==> config.mk <==
export PLATFORM = sky130hd
export DESIGN_NAME = tilt_and_rate_safety_monitor
export DESIGN_NICKNAME = d
export VERILOG_FILES = /design/src/hdl/tarsm_pkg.sv /design/src/hdl/tarsm_front.sv /design/src/hdl/tarsm_hist_cell.sv /design/src/hdl/tilt_and_rate_safety_monitor.sv
export SDC_FILE = /design/constraint.sdc
export NUM_CORES = 2
export LEC_CHECK = 0
export BUFFER_PORTS_ARGS = -buffer_cell sky130_fd_sc_hd__buf_4
export CELL_PAD_IN_SITES_DETAIL_PLACEMENT = 2
export CELL_PAD_IN_SITES_GLOBAL_PLACEMENT = 2
export CORE_MARGIN = 2
export CORE_UTILIZATION = 44
export CTS_CLUSTER_DIAMETER = 50
export CTS_CLUSTER_SIZE = 14
export DETAILED_ROUTE_END_ITERATION = 8
export GPL_TIMING_DRIVEN = 1
export MAX_ROUTING_LAYER = met4
export PLACE_DENSITY_LB_ADDON = 0.25
export SLEW_MARGIN = 20
export SYNTH_ARGS = -nofsm -noshare
export SYNTH_HDL_FRONTEND = slang
export SYNTH_SLANG_ARGS = --single-unit
==> constraint.sdc <==
create_clock -name clk -period 16.15 [get_ports clk]
set_clock_uncertainty 0.2 [all_clocks]
set_input_delay 0 -clock clk [delete_from_list [all_inputs] [get_ports clk]]
set_output_delay 0 -clock clk [all_outputs]
set_load 0.03 [all_outputs]
==> src/hdl/tarsm_pkg.sv <==
// shared types, constants and register codes for the tilt and rate safety monitor
`timescale 1ns / 1ps
`default_nettype none

package tarsm_pkg;

  localparam int TILT_W    = 16;
  localparam int SQ_W      = 31;
  localparam int SUM_W     = 32;
  localparam int CNT_W     = 7;
  localparam int HGT_W     = 15;
  localparam int RATE_W    = 15;
  localparam int MAG_W     = 17;

  localparam int IN_W      = 80;
  localparam int OUT_W     = 24;
  localparam int CFG_AW    = 3;
  localparam int CFG_DW    = 16;

  localparam int HISTORY_DEPTH = 3;

  localparam logic [CNT_W-1:0] COUNT_MAX  = 7'd100;
  localparam logic [CNT_W-1:0] NEAR_LEVEL = 7'd50;

  localparam logic [TILT_W-1:0] TILT_ONE   = 16'h7FFF;
  localparam logic [SUM_W-1:0]  TILT_ROUND = 32'd8192;
  localparam int                TILT_SHIFT = 14;

  localparam logic                     ENABLE_RST      = 1'b1;
  localparam logic [HGT_W-1:0]         GROUND_HGT_RST  = 15'd300;
  localparam logic signed [TILT_W-1:0] GROUND_TILT_RST = 16'sd25102;
  localparam logic signed [TILT_W-1:0] FLIGHT_TILT_RST = 16'sd21063;
  localparam logic [RATE_W-1:0]        RATE_LIMIT_RST  = 15'd4915;

  typedef enum logic [CFG_AW-1:0] {
    CFG_ENABLE      = 3'd0,
    CFG_GROUND_HGT  = 3'd1,
    CFG_GROUND_TILT = 3'd2,
    CFG_FLIGHT_TILT = 3'd3,
    CFG_RATE_LIMIT  = 3'd4
  } cfg_idx_t;

  // what the front stage hands to the decision stage
  typedef struct packed {
    logic [SQ_W-1:0] sq_x;
    logic [SQ_W-1:0] sq_y;
    logic            height_low;
    logic            rate_over;
  } front_t;

endpackage

`default_nettype wire

==> src/hdl/tarsm_front.sv <==
// front stage: squares of the quaternion parts, height and rate compares, registered
`timescale 1ns / 1ps
`default_nettype none

module tarsm_front (
  input  wire                                    clk,
  input  wire                                    load,
  input  wire  [tarsm_pkg::IN_W-1:0]             in_data,
  input  wire  [tarsm_pkg::HGT_W-1:0]            ground_height_mm,
  input  wire  [tarsm_pkg::RATE_W-1:0]           rate_limit,
  output tarsm_pkg::front_t                      front_r
);

  logic signed [tarsm_pkg::TILT_W-1:0]   qx;
  logic signed [tarsm_pkg::TILT_W-1:0]   qy;
  logic signed [tarsm_pkg::TILT_W-1:0]   height;
  logic        [tarsm_pkg::TILT_W-1:0]   wr;
  logic        [tarsm_pkg::TILT_W-1:0]   wp;
  logic signed [2*tarsm_pkg::TILT_W-1:0] px;
  logic signed [2*tarsm_pkg::TILT_W-1:0] py;
  logic        [tarsm_pkg::MAG_W-1:0]    mag_r;
  logic        [tarsm_pkg::MAG_W-1:0]    mag_p;
  logic        [tarsm_pkg::MAG_W-1:0]    lim;
  tarsm_pkg::front_t                     front_nxt;

  assign qx     = in_data[15:0];
  assign qy     = in_data[31:16];
  assign height = in_data[47:32];
  assign wr     = in_data[63:48];
  assign wp     = in_data[79:64];

  assign px = qx * qx;
  assign py = qy * qy;

  // magnitude of the most negative rate is 32768, hence the extra bit
  assign mag_r = wr[15] ? (17'({1'b0, ~wr}) + 17'd1) : {1'b0, wr};
  assign mag_p = wp[15] ? (17'({1'b0, ~wp}) + 17'd1) : {1'b0, wp};
  assign lim   = {2'b00, rate_limit};

  always_comb begin
    front_nxt.sq_x       = px[tarsm_pkg::SQ_W-1:0];
    front_nxt.sq_y       = py[tarsm_pkg::SQ_W-1:0];
    front_nxt.height_low = height < $signed({1'b0, ground_height_mm});
    front_nxt.rate_over  = (mag_r > lim) || (mag_p > lim);
  end

  always_ff @(posedge clk) begin
    if (load) begin
      front_r <= front_nxt;
    end
  end

endmodule

`default_nettype wire

==> src/hdl/tarsm_hist_cell.sv <==
// one history cell: holds a sample, passes it on, flags whether its next value is below limit
`timescale 1ns / 1ps
`default_nettype none

module tarsm_hist_cell (
  input  wire                                     clk,
  input  wire                                     rst_n,
  input  wire                                     shift,
  input  wire  signed [tarsm_pkg::TILT_W-1:0]     d_in,
  input  wire  signed [tarsm_pkg::TILT_W-1:0]     limit,
  output logic signed [tarsm_pkg::TILT_W-1:0]     val_r,
  output logic                                    below_nxt
);

  // the flag looks at the value the cell holds once the shift is done
  assign below_nxt = d_in < limit;

  always_ff @(posedge clk) begin
    if (!rst_n) begin
      val_r <= '0;
    end else if (shift) begin
      val_r <= d_in;
    end
  end

endmodule

`default_nettype wire

==> src/hdl/tilt_and_rate_safety_monitor.sv <==
// top level of the tilt and rate safety monitor: handshake, tilt cosine, counter, cell rows
// Usage:
//   in_* carries one sensor request per control tick: quat_x, quat_y, height_mm,
//   rate_roll and rate_pitch. out_* returns one result request per input: the
//   tilt cosine r33 and the trip flags. cfg_* writes the four limit registers and
//   the enable bit; write them only while no request is in flight.
// Path: input accept loads the square stage, then the decision stage updates the
//   ground counter and both history cell rows and registers the result for out_tvalid.
// Throughput: one request per cycle while out_tready stays high; the state updates of
//   one request finish in the decision stage, so the next can follow directly behind it.
// Reset (rst_n low, synchronous): configuration returns to its defaults, the
//   ground counter and all history cells clear to zero, no request is held.
// Stall: when out_tready is low the result stays in the output register, one
//   more request waits in the square stage, and in_tready then drops.
`timescale 1ns / 1ps
`default_nettype none

module tilt_and_rate_safety_monitor #(
  parameter int HISTORY_DEPTH = tarsm_pkg::HISTORY_DEPTH
) (
  input  wire                           clk,
  input  wire                           rst_n,
  // quat_x[15:0], quat_y[31:16], height_mm[47:32], rate_roll[63:48], rate_pitch[79:64]
  input  wire  [tarsm_pkg::IN_W-1:0]    in_tdata,
  input  wire                           in_tvalid,
  output logic                          in_tready,
  // tilt_cosine[15:0], stop_request[16], near_ground[17], ground_tilt_trip[18],
  // ground_rate_trip[19], flight_tilt_trip[20], zero[23:21]
  output logic [tarsm_pkg::OUT_W-1:0]   out_tdata,
  output logic                          out_tvalid,
  input  wire                           out_tready,
  input  wire                           cfg_we,
  input  wire  [tarsm_pkg::CFG_AW-1:0]  cfg_addr,
  input  wire  [tarsm_pkg::CFG_DW-1:0]  cfg_wdata
);

  localparam int TW = tarsm_pkg::TILT_W;
  localparam int CW = tarsm_pkg::CNT_W;

  // configuration registers
  logic                           enable_r;
  logic [tarsm_pkg::HGT_W-1:0]    ground_hgt_r;
  logic signed [TW-1:0]           ground_tilt_r;
  logic signed [TW-1:0]           flight_tilt_r;
  logic [tarsm_pkg::RATE_W-1:0]   rate_limit_r;

  always_ff @(posedge clk) begin
    if (!rst_n) begin
      enable_r      <= tarsm_pkg::ENABLE_RST;
      ground_hgt_r  <= tarsm_pkg::GROUND_HGT_RST;
      ground_tilt_r <= tarsm_pkg::GROUND_TILT_RST;
      flight_tilt_r <= tarsm_pkg::FLIGHT_TILT_RST;
      rate_limit_r  <= tarsm_pkg::RATE_LIMIT_RST;
    end else if (cfg_we) begin
      unique case (tarsm_pkg::cfg_idx_t'(cfg_addr))
        tarsm_pkg::CFG_ENABLE:      enable_r      <= cfg_wdata[0];
        tarsm_pkg::CFG_GROUND_HGT:  ground_hgt_r  <= cfg_wdata[tarsm_pkg::HGT_W-1:0];
        tarsm_pkg::CFG_GROUND_TILT: ground_tilt_r <= cfg_wdata;
        tarsm_pkg::CFG_FLIGHT_TILT: flight_tilt_r <= cfg_wdata;
        tarsm_pkg::CFG_RATE_LIMIT:  rate_limit_r  <= cfg_wdata[tarsm_pkg::RATE_W-1:0];
        default: begin
        end
      endcase
    end
  end

  // handshake and stage control
  logic a_valid_r;
  logic a_valid_nxt;
  logic out_valid_r;
  logic out_valid_nxt;
  logic adv;
  logic in_acc;

  assign adv       = a_valid_r && (!out_valid_r || out_tready);
  assign in_tready = !a_valid_r || adv;
  assign in_acc    = in_tvalid && in_tready;

  always_comb begin
    a_valid_nxt   = in_acc ? 1'b1 : (adv ? 1'b0 : a_valid_r);
    out_valid_nxt = adv ? 1'b1 : (out_tready ? 1'b0 : out_valid_r);
  end

  always_ff @(posedge clk) begin
    if (!rst_n) begin
      a_valid_r   <= 1'b0;
      out_valid_r <= 1'b0;
    end else begin
      a_valid_r   <= a_valid_nxt;
      out_valid_r <= out_valid_nxt;
    end
  end

  // square stage
  tarsm_pkg::front_t front;

  tarsm_front u_front (
    .clk              (clk),
    .load             (in_acc),
    .in_data          (in_tdata),
    .ground_height_mm (ground_hgt_r),
    .rate_limit       (rate_limit_r),
    .front_r          (front)
  );

  // tilt cosine: 32767 - ((x*x + y*y + 8192) >> 14), only the low side can clamp
  logic [tarsm_pkg::SUM_W-1:0]                   sq_sum;
  logic [tarsm_pkg::SUM_W-tarsm_pkg::TILT_SHIFT-1:0] sq_q;
  logic signed [tarsm_pkg::SUM_W-tarsm_pkg::TILT_SHIFT:0] r_wide;
  logic signed [TW-1:0]                          r33;

  assign sq_sum = {1'b0, front.sq_x} + {1'b0, front.sq_y} + tarsm_pkg::TILT_ROUND;
  assign sq_q   = sq_sum[tarsm_pkg::SUM_W-1:tarsm_pkg::TILT_SHIFT];
  assign r_wide = $signed({3'b000, tarsm_pkg::TILT_ONE}) - $signed({1'b0, sq_q});
  assign r33    = (r_wide < -19'sd32768) ? 16'sh8000 : r_wide[TW-1:0];

  // near-ground counter
  logic [CW-1:0] cnt_r;
  logic [CW-1:0] cnt_nxt;
  logic          near_nxt;

  always_comb begin
    cnt_nxt = cnt_r;
    if (enable_r) begin
      if (front.height_low) begin
        if (cnt_r < tarsm_pkg::COUNT_MAX) begin
          cnt_nxt = cnt_r + 7'd1;
        end
      end else if (cnt_r != '0) begin
        cnt_nxt = cnt_r - 7'd1;
      end
    end
  end

  assign near_nxt = cnt_nxt > tarsm_pkg::NEAR_LEVEL;

  always_ff @(posedge clk) begin
    if (!rst_n) begin
      cnt_r <= '0;
    end else if (adv) begin
      cnt_r <= cnt_nxt;
    end
  end

  // history cell rows
  logic                 g_shift;
  logic                 f_shift;
  logic signed [TW-1:0] g_val [HISTORY_DEPTH];
  logic signed [TW-1:0] f_val [HISTORY_DEPTH];
  logic [HISTORY_DEPTH-1:0] g_below;
  logic [HISTORY_DEPTH-1:0] f_below;

  assign g_shift = adv && enable_r && near_nxt;
  assign f_shift = adv && enable_r;

  for (genvar i = 0; i < HISTORY_DEPTH; i++) begin : g_cells
    logic signed [TW-1:0] g_in;
    logic signed [TW-1:0] f_in;
    if (i == 0) begin : g_head
      assign g_in = r33;
      assign f_in = r33;
    end else begin : g_link
      assign g_in = g_val[i-1];
      assign f_in = f_val[i-1];
    end

    tarsm_hist_cell u_ground (
      .clk       (clk),
      .rst_n     (rst_n),
      .shift     (g_shift),
      .d_in      (g_in),
      .limit     (ground_tilt_r),
      .val_r     (g_val[i]),
      .below_nxt (g_below[i])
    );

    tarsm_hist_cell u_flight (
      .clk       (clk),
      .rst_n     (rst_n),
      .shift     (f_shift),
      .d_in      (f_in),
      .limit     (flight_tilt_r),
      .val_r     (f_val[i]),
      .below_nxt (f_below[i])
    );
  end

  // trip decisions and output register
  logic gtilt;
  logic grate;
  logic ftilt;
  logic [tarsm_pkg::OUT_W-1:0] out_nxt;
  logic [tarsm_pkg::OUT_W-1:0] out_data_r;

  assign gtilt = enable_r && near_nxt && (&g_below);
  assign grate = enable_r && near_nxt && front.rate_over;
  assign ftilt = enable_r && (&f_below);

  assign out_nxt = {3'b000, ftilt, grate, gtilt, near_nxt, (gtilt || grate || ftilt), r33};

  always_ff @(posedge clk) begin
    if (adv) begin
      out_data_r <= out_nxt;
    end
  end

  assign out_tdata  = out_data_r;
  assign out_tvalid = out_valid_r;

endmodule

`default_nettype wire
==> reports/metrics.yaml <==
root_buffer: "clkbuf_16"
ys_types: 79
rsz0062_at_grt: "false"
pre_cts_slack_ns: 8.86
htreeDepth: 2
worst-path-buf-inv: 7
place.gp.congestion: 0.859
syn_to_final_growth_pct: 11.1
drcViolationCount: 0
core_region_area_um2: 68700
setup_viol_count_final: 0
arrival_ns: 7.24
fill_cells: 7370
cts_setup_buffers: 0
rows: 96
clock_path_buffers: 3
async_flop_share_pct: 0
synthAdderAreaFrac_pct: 45.0
synth_top_family_by_area: "adder cells"
worstPathMaxFanout: 15
antenna_found_initial: 2
grt.overflow.total: 0
crit_start: "in_tdata[2]"
fin_crit_sh_pct: 44.5
cpLargestDelayFamily: "adder cells"
hold_class: "primary input to flip-flop"
nets: 4414
antenna_left: 0
track_usage_pct: 30.2
synth_edf_count: 81
grt_max_degree: 112
cts_tree: "done"
totalWireLength_um: 103000
first_pass_iters: 5
drt_iter0_markers: 1022
yosys_warnings: 0
holdPathStages: 5
wl_per_cell_um: 23.2
grt_first_pass_wirelength_um: 162000
numCtsBuffers: 36
crit_path_start_kind: "primary input"
r2r_start: "u_front.front_r[11]$_DFFE_PP_"
port_buffers: 126
place_inst: 4336
vias: 23953
clkTransAtPathRegs_ns: 0.06
fp.dieH_um: 268
tightest_slew_ns: 1.01
slew_headroom_pct: 32.5
syn_area_um2: 30600
hold_violations: 0
synth-seq-area-share_pct: 16.8
synth-xor-area-share_pct: 3.63
ios: 130
viasPerCell: 5.39
synth_seq_cells: 217
fin_ws_ns: 8.97
start_util_pct: 44.6
end_kind: "flip-flop"
synth_compound_area_share_pct: 11.0
path_depth: 25
hpwl_um: 83000
insertion_delay_ns: 0.54
muxShareOfSynthArea_pct: 0.261
path_class: "primary input to flip-flop"
setup_tns_ns: 0
status: "completed"
critPathSlowestCell: "o41ai_1"
cap_violations: 0
drv_slew: 0
hp-start: "in_tdata[61]"
fmaxAchievable_mhz: 139
cp.required_ns: 16.21
fin_crit_ns: 7.18
clock_sinks: 217
synth_flop_cell: "dfxtp_1"
critPathMaxStageDelay_ns: 0.75
fin_cells: 4442
synth_cells: 3364
grt_pass1_vias: 29376
die_area_um2: 71800
layout-drive-gt1-share_pct: 6.72
cts_resized: 0
fp.dieW_um: 268
postSynthAreaPerCell_um2: 9.11
synth_simple_gate_area_share_pct: 12.6
ff2ff_path_depth: 21
-- cell type report --
cell class,count,area (um^2),share of cell area [%]
Multi-Input combinational cell,2289,22200,65.3
Sequential cell,217,5150,15.1
Inverter,764,2870,8.42
Timing Repair Buffer,175,1430,4.20
Tap cell,931,1160,3.42
Clock buffer,40,937,2.75
Clock inverter,25,244,0.717
Antenna cell,1,2.50,0.00735
-- synth_stat cells (all sizes together), types with 5 or more instances --
cell | instances | share of area, %
o21a | 24 | 0.59
mux2 | 5 | 0.20
or2 | 15 | 0.31
and4 | 6 | 0.17
a41o | 5 | 0.20
and3 | 16 | 0.33
a21oi | 82 | 1.4
nand2 | 417 | 5.1
or4 | 8 | 0.20
a31o | 7 | 0.20
a2111oi | 9 | 0.28
clkbuf | 82 | 1.0
nand4 | 22 | 0.45
fa | 460 | 30
edfxtp | 81 | 7.9
xor2 | 22 | 0.63
a21o | 73 | 1.8
o31ai | 15 | 0.38
dfxtp | 136 | 8.9
a21boi | 89 | 2.2
nor3 | 24 | 0.39
ha | 367 | 15
nor2 | 131 | 1.6
a31oi | 8 | 0.16
inv | 762 | 9.3
a211oi | 12 | 0.29
xnor2 | 105 | 3.0
buf | 14 | 0.24
o21ai | 75 | 1.2
o21bai | 13 | 0.32
and2 | 85 | 1.7
o211ai | 33 | 0.82
nand2b | 31 | 0.63
nand3 | 36 | 0.59
or3 | 9 | 0.18
nor2b | 27 | 0.55
-- worst paths after layout --
kind,slack [ns],endpoint
worst max-delay path,8.97,u_front.front_r[62]$_DFFE_PP_
worst min-delay path,0.08,u_front.front_r[0]$_DFFE_PP_
worst max register to register,9.12,out_tdata[16]$_DFFE_PP_
worst min register to register,0.27,ground_hgt_r[12]$_SDFFE_PN0P_
-- routing by layer --
| metal | vias to the layer above | GRT usage (%) | wire (um) |
|---|---|---|---|
| li1 | 10821 | - | - |
| met1 | 12449 | 30.9 | 38000 |
| met2 | 424 | 58.5 | 58000 |
| met3 | 259 | 2.72 | 2210 |
| met4 | 0 | 12.7 | 4730 |
| met5 | - | - | 0 |
-- what timing repair did --
action,CTS,global route
endpoints found under the hold margin,95,0
hold buffers,39,0
setup endpoints to repair,0,0
-- placed cells by master, fill, tap and decap left out, types with 16 or more instances in the layout --
cell             n
a21boi_0        84
a21o_1          73
a21oi_1         81
and2_1          84
and3_1          16
buf_4          135
clkbuf_16       37
dfxtp_1        136
dlygate4sd3_1   39
edfxtp_1        81
fa_1           460
ha_1           367
inv_1          762
nand2_1        417
nand2b_1        31
nand3_1         36
nand4_1         22
nor2_1         130
nor2b_1         27
nor3_1          24
o211ai_1        32
o21a_1          24
o21ai_0         72
xnor2_1        105
xor2_1          22
-- registers in the layout (all words and copies together) (netlist names) --
| name | flops |
|---|---|
| ground_hgt_r | 15 |
| ground_tilt_r | 16 |
| enable_r | 1 |
| flight_tilt_r | 16 |
| g_cells.u_flight.val_r | 32 |
| out_tvalid | 1 |
| u_front.front_r | 60 |
| out_tdata | 21 |
| g_cells.u_ground.val_r | 32 |
| cnt_r | 7 |
| a_valid_r | 1 |
| rate_limit_r | 15 |
-- worst register-to-register path, stage by stage, from the launching register on --
cell	delay, ns
edfxtp_1	0.37
ha_1	0.32
ha_1	0.32
o21ai_0	0.12
a21oi_1	0.25
o22ai_2	0.16
o21ai_0	0.59
a21oi_1	0.25
o211ai_1	0.40
o21ai_2	0.32
nor2_1	0.57
ha_1	0.37
a21o_1	0.19
a21o_1	0.19
a21o_1	0.20
a21o_1	0.17
a21oi_1	0.16
o21ai_0	0.14
a2111oi_0	0.49
a21oi_1	0.16
mux2_4	0.33
or4_1	0.52
-- kinds of logic after synthesis --
logic type,Yosys count
DFF,217
other,1
AOI/OAI and AO/OA,484
adders and majority gates,827
xor gates and xnor gates,127
and+or+nand+nor,841
muxes,7
buffers and inverters,860
-- metrics by stage --
step	area (um^2)	utilization, %	hold slack [ns]
2_1_floorplan	30600	-	-0.0760
3_3_place_gp	32400	47.2	0.0380
3_5_place_dp	32400	47.2	0.0875
4_1_cts	34000	49.5	0.0597
5_1_grt	34100	49.6	0.0875
6_report	34100	49.6	0.0814
Power is left out: the tool's default activity adds up to more than one toggle a clock period on the data nets, which glitch-free logic cannot reach.
